File: src/design/cau_pkg.sv
`default_nettype none
package cau_pkg;

	localparam int WORD_BITS = 16;
	localparam int FRAC_BITS = 12;

	// Product, widened sum, and numerator magnitude widths.
	localparam int PW = 2 * WORD_BITS;
	localparam int SW = PW + 1;
	localparam int NW = PW + FRAC_BITS;
	// Quotient magnitude bits: one cell per bit.
	localparam int QW = WORD_BITS + 1;
	// Remainder and shifted divisor width.
	localparam int CW = (NW > PW + QW) ? NW : PW + QW;

	localparam logic [1:0] CMD_ADD = 2'd0;
	localparam logic [1:0] CMD_SUB = 2'd1;
	localparam logic [1:0] CMD_MUL = 2'd2;
	localparam logic [1:0] CMD_DIV = 2'd3;

	localparam logic [1:0] ST_OK   = 2'd0;
	localparam logic [1:0] ST_DIVZ = 2'd1;
	localparam logic [1:0] ST_SAT  = 2'd2;

	typedef logic signed [WORD_BITS-1:0] word_t;
	typedef logic signed [SW:0] wide_t;

	localparam wide_t MAXV = wide_t'((longint'(1) <<< (WORD_BITS - 1)) - longint'(1));
	localparam wide_t MINV = wide_t'(-(longint'(1) <<< (WORD_BITS - 1)));
	localparam logic [QW-1:0] QMAX_POS = QW'((longint'(1) <<< (WORD_BITS - 1)) - longint'(1));
	localparam logic [QW-1:0] QMAX_NEG = QW'(longint'(1) <<< (WORD_BITS - 1));

	typedef struct packed {
		word_t val;
		logic  flag;
	} sat_t;

	typedef struct packed {
		logic            valid;
		logic            is_div;
		logic            zero;
		logic            ovf_re;
		logic            ovf_im;
		logic            neg_re;
		logic            neg_im;
		logic [CW-1:0]   rem_re;
		logic [CW-1:0]   rem_im;
		logic [CW-1:0]   dsh;
		logic [QW-1:0]   q_re;
		logic [QW-1:0]   q_im;
		word_t           res_re;
		word_t           res_im;
		logic [1:0]      status;
	} cell_t;

	function automatic sat_t sat_wide(input wide_t v);
		sat_t r;
		if (v > MAXV) begin
			r.val  = word_t'(MAXV);
			r.flag = 1'b1;
		end else if (v < MINV) begin
			r.val  = word_t'(MINV);
			r.flag = 1'b1;
		end else begin
			r.val  = word_t'(v);
			r.flag = 1'b0;
		end
		return r;
	endfunction

	// Applies the sign to a quotient magnitude and clamps it to the word.
	function automatic sat_t sat_quot(input logic [QW-1:0] q, input logic neg,
		input logic ovf);
		sat_t r;
		if (!neg && (ovf || q > QMAX_POS)) begin
			r.val  = word_t'(MAXV);
			r.flag = 1'b1;
		end else if (neg && (ovf || q > QMAX_NEG)) begin
			r.val  = word_t'(MINV);
			r.flag = 1'b1;
		end else begin
			r.val  = neg ? word_t'(-q) : word_t'(q);
			r.flag = 1'b0;
		end
		return r;
	endfunction

endpackage
`default_nettype wire

File: src/design/cau_div_cell.sv
`default_nettype none
module cau_div_cell (
	input  wire logic           clk,
	input  wire logic           arst_n,
	input  wire logic           en,
	input  wire cau_pkg::cell_t prev,
	output cau_pkg::cell_t      next
);
	import cau_pkg::*;

	// One restoring step for both parts; the divisor walks one bit lower per cell.
	logic  ge_re, ge_im;
	cell_t nxt;

	always_comb begin
		ge_re      = prev.rem_re >= prev.dsh;
		ge_im      = prev.rem_im >= prev.dsh;
		nxt        = prev;
		nxt.rem_re = ge_re ? prev.rem_re - prev.dsh : prev.rem_re;
		nxt.rem_im = ge_im ? prev.rem_im - prev.dsh : prev.rem_im;
		nxt.q_re   = {prev.q_re[QW-2:0], ge_re};
		nxt.q_im   = {prev.q_im[QW-2:0], ge_im};
		nxt.dsh    = prev.dsh >> 1;
	end

	always_ff @(posedge clk or negedge arst_n) begin
		if (!arst_n) begin
			next <= '0;
		end else if (en) begin
			next <= nxt;
		end
	end
endmodule
`default_nettype wire

File: config.mk
export PLATFORM = sky130hd
export DESIGN_NAME = cau_div_cell
export DESIGN_NICKNAME = d
export VERILOG_FILES = /design/src/design/cau_pkg.sv /design/src/design/cau_div_cell.sv
export SDC_FILE = /design/constraint.sdc
export NUM_CORES = 1
export LEC_CHECK = 0
export BUFFER_PORTS_ARGS = -buffer_cell sky130_fd_sc_hd__buf_4
export CORE_MARGIN = 3
export CORE_UTILIZATION = 35
export CTS_CLUSTER_DIAMETER = 50
export DETAILED_ROUTE_END_ITERATION = 10
export PLACE_DENSITY = 0.55
export SETUP_SLACK_MARGIN = 0.15
export SLEW_MARGIN = 20
export SYNTH_ARGS = -nofsm -noshare
export SYNTH_HDL_FRONTEND = slang
export SYNTH_SLANG_ARGS = --single-unit
File: constraint.sdc
create_clock -name clk -period 1.2 [get_ports clk]
set_clock_uncertainty 0.15 [all_clocks]
set_input_delay 0.18 -clock clk [delete_from_list [all_inputs] [get_ports clk]]
set_output_delay 0.18 -clock clk [all_outputs]
set_load 0.01 [all_outputs]
==> run metrics <==
run status finished with violations; failing checks hold timing, setup timing; CP Class primary input to register; initial antenna violation count 4; final worst path period need roughly 2.6 ns; met1 global-route usage 0.361; met3 GRT Util 0.0553; share of cells above drive strength 1 0.543; Critical Path End Type register; storage element area roughly 5500 um^2; final core utilization 0.731; grt total ovfl 0; Non-Filler Instances roughly 3600; Tcrit/Tclk final 2.13; Multi-input gate area around 11000 um^2; first-pass GRT wire length ~110 mm; Peak VDD IR roughly 0.0011 V; CP max FO 5; PD cells 1100 nW/um^2; unrepaired setup endpoints after global routing true; Die Width roughly 220 um; largest net degree at the start of global routing 63; clock slew at reported path FFs 0.06 ns; row count 76; Ys Warns 0; worst skew pair latency 0.59 ns; prevailing post-synth register cell dfrtp_1; Post-Place Setup Slack -2.20 ns; Largest Register next; Die Ht 216 um; Mapped Area roughly 15000 um^2; core region area 43300 um^2; total negative slack -186.70 ns; Initial Util 0.356; final WL 72.6 mm; Critical Path, Cell by Cell buf_6, inv_4, ha_4, a21oi_4, o21ai_4, o2bb2ai_4, or3_1, o21a_1, a21o_1, a41oi_4, buf_6, o21bai_4, buf_12, mux2i_1, buf_4, mux2_4; DRC 0; max-cap viol count 0; WHS -0.278 ns; Slowest-stage cell, CP or3_1; vias per cell 5.13; async set or reset register ratio after synthesis 1.00; clk root buf clkbuf_16; CTS tree yes; met2 usage 0.510; full die area 46600 um^2; Clock Sink Count around 220; largest registers next (221); wire length per cell around 20 um; I/O Pins about 450; Layout Nets 3293; Distinct cells, synth 97; Top Usage Layer GRT met2; Setup violations, final approximately 340; Post-synth EDFFs 0; Syn Area/Cell about 9.0 um^2; # port buffers 443; Tot GR Track Use 0.295; critical path required time about 1.5 ns; Leakage Power approximately 15 nW; cells after synthesis between 1500 and 2000; post-placement cell count 3101; Iteration-0 DRC Markers roughly 960; Largest register FFs about 220; Final GP Congestion roughly 0.87; max-slew violations 0; CP peak stage delay between 0.3 and 0.4 ns; WP data arrival approximately 2.9 ns; cell mode on critical path buf_6; Seq cells post-synth 221; Final ANT Viol Nets 0; net count after synthesis a little over 2000; via count roughly 18000; ant diodes 0; final hold vios 29; Fmax ~0.4 GHz; sequential-to-total area share from yosys stat 0.359; HPWL Detailed just under 50 mm; first-pass detailed-route iteration total 5; setup slack after layout -1.36 ns; Area Overhead vs Synth 105%; H-tree Lvls 1; fill count approximately 3100; Min-Delay Path Class primary input to register; CTS buffer count 31; startpoint types primary input; clk buf depth 3; vias in the first global route 19500
## worst paths after layout
kind / depth (start not counted) / from / slack (ns) / endpoint
min: 3 / prev[186] / -0.28 / next[186]
max reg2reg: 4 / next[153] / -0.10 / next[153]
min in group asynchronous: 2 / arst_n / -0.16 / next[219]
max in group asynchronous: 3 / arst_n / 0.45 / next[106]
max: 16 / prev[80] / -1.36 / next[166]
min reg2reg: 1 / next[31] / 0.38 / next[31]
## area by class of cell
type / count / share of cell area
tap: 585 / 0.0232
inverter: 91 / 0.0145
timing repair buffer: 1334 / 0.401
clock inverter: 16 / 0.00693
sequential: 221 / 0.175
multi-input combinational: 1289 / 0.352
clock buffer: 42 / 0.0274
## through the flow
step                      hold slack, ns  cell area [um^2]  power, W
after global placement            -0.135             23600    0.0202
after CTS                         -0.337             30500    0.0339
final                             -0.278             31600    0.0348
after detailed placement          -0.131             23600    0.0204
after floorplan                   -0.266             16700    0.0147
after global routing              -0.235             31600    0.0364
## routing by layer
layer,wire length (um),vias up
met5,49,-
met4,3240,8
met3,4090,168
met2,35600,578
met1,29600,8951
li1,-,8663
## cells in the mapped netlist (9+ instances only)
library cell	instances	share of area
buf_6	11	0.0080
nand4_1	28	0.011
o21ai_0	63	0.020
nand2_1	169	0.041
xor2_1	28	0.016
a21oi_1	149	0.048
buf_4	14	0.0068
nor4_1	10	0.0041
clkbuf_1	56	0.014
dfrtp_1	221	0.36
mux2i_1	9	0.0058
buf_2	17	0.0055
mux2_2	128	0.094
and3_1	10	0.0041
o21a_1	14	0.0068
a31oi_1	64	0.026
nor2b_1	15	0.0061
nor3_1	16	0.0052
o21bai_1	24	0.012
xnor2_1	48	0.027
a21o_1	44	0.021
o221ai_1	9	0.0051
inv_1	90	0.022
nand3_1	53	0.017
nor2_1	138	0.034
ha_1	98	0.080
nand2b_1	14	0.0057
## repair_timing
item / CTS / global route
cloned: 19 / 1
hold buffers: 218 / 11
resized for setup: 538 / 125
endpoints found under the setup margin: 321 / 343
buffers inserted: 117 / 53
endpoints found under the hold margin: 441 / 24
pin swaps: 138 / 70
## where the power goes
group,switching (W),internal [W]
registers,0.000835,0.00845
clock network,0.00381,0.00597
logic,0.00680,0.00898
total,0.0114,0.0234
## placed cells by master (no fill, tap or decap), drive strengths merged, types with 72 or more instances in the layout
cell,instances
dfrtp,221
inv,96
nand2,169
mux2,129
o21ai,72
a21oi,156
buf,1104
ha,98
nor2,138
dlygate4sd3,229
## cells by family after synthesis
kind of cell / after synthesis / synth area share
simple gates: 508 / 0.157
compound gates: 466 / 0.199
flops: 221 / 0.359
buf+inv: 195 / 0.0590
mux: 138 / 0.100
fa+ha+maj: 100 / 0.0822
xor+xnor: 76 / 0.0432
other cells: 1 / 0.000243
## worst max-delay path, delay by kind of cell
family	cells	cell delay (ns)
AO/OA/AOI/OAI	7	1.22
multiplexers	2	0.36
buffers and inverters	5	0.58
adder cells (fa/ha/maj)	1	0.22
AND/OR/NAND/NOR	1	0.31
No activity file was read; power rests on OpenSTA's default activity.
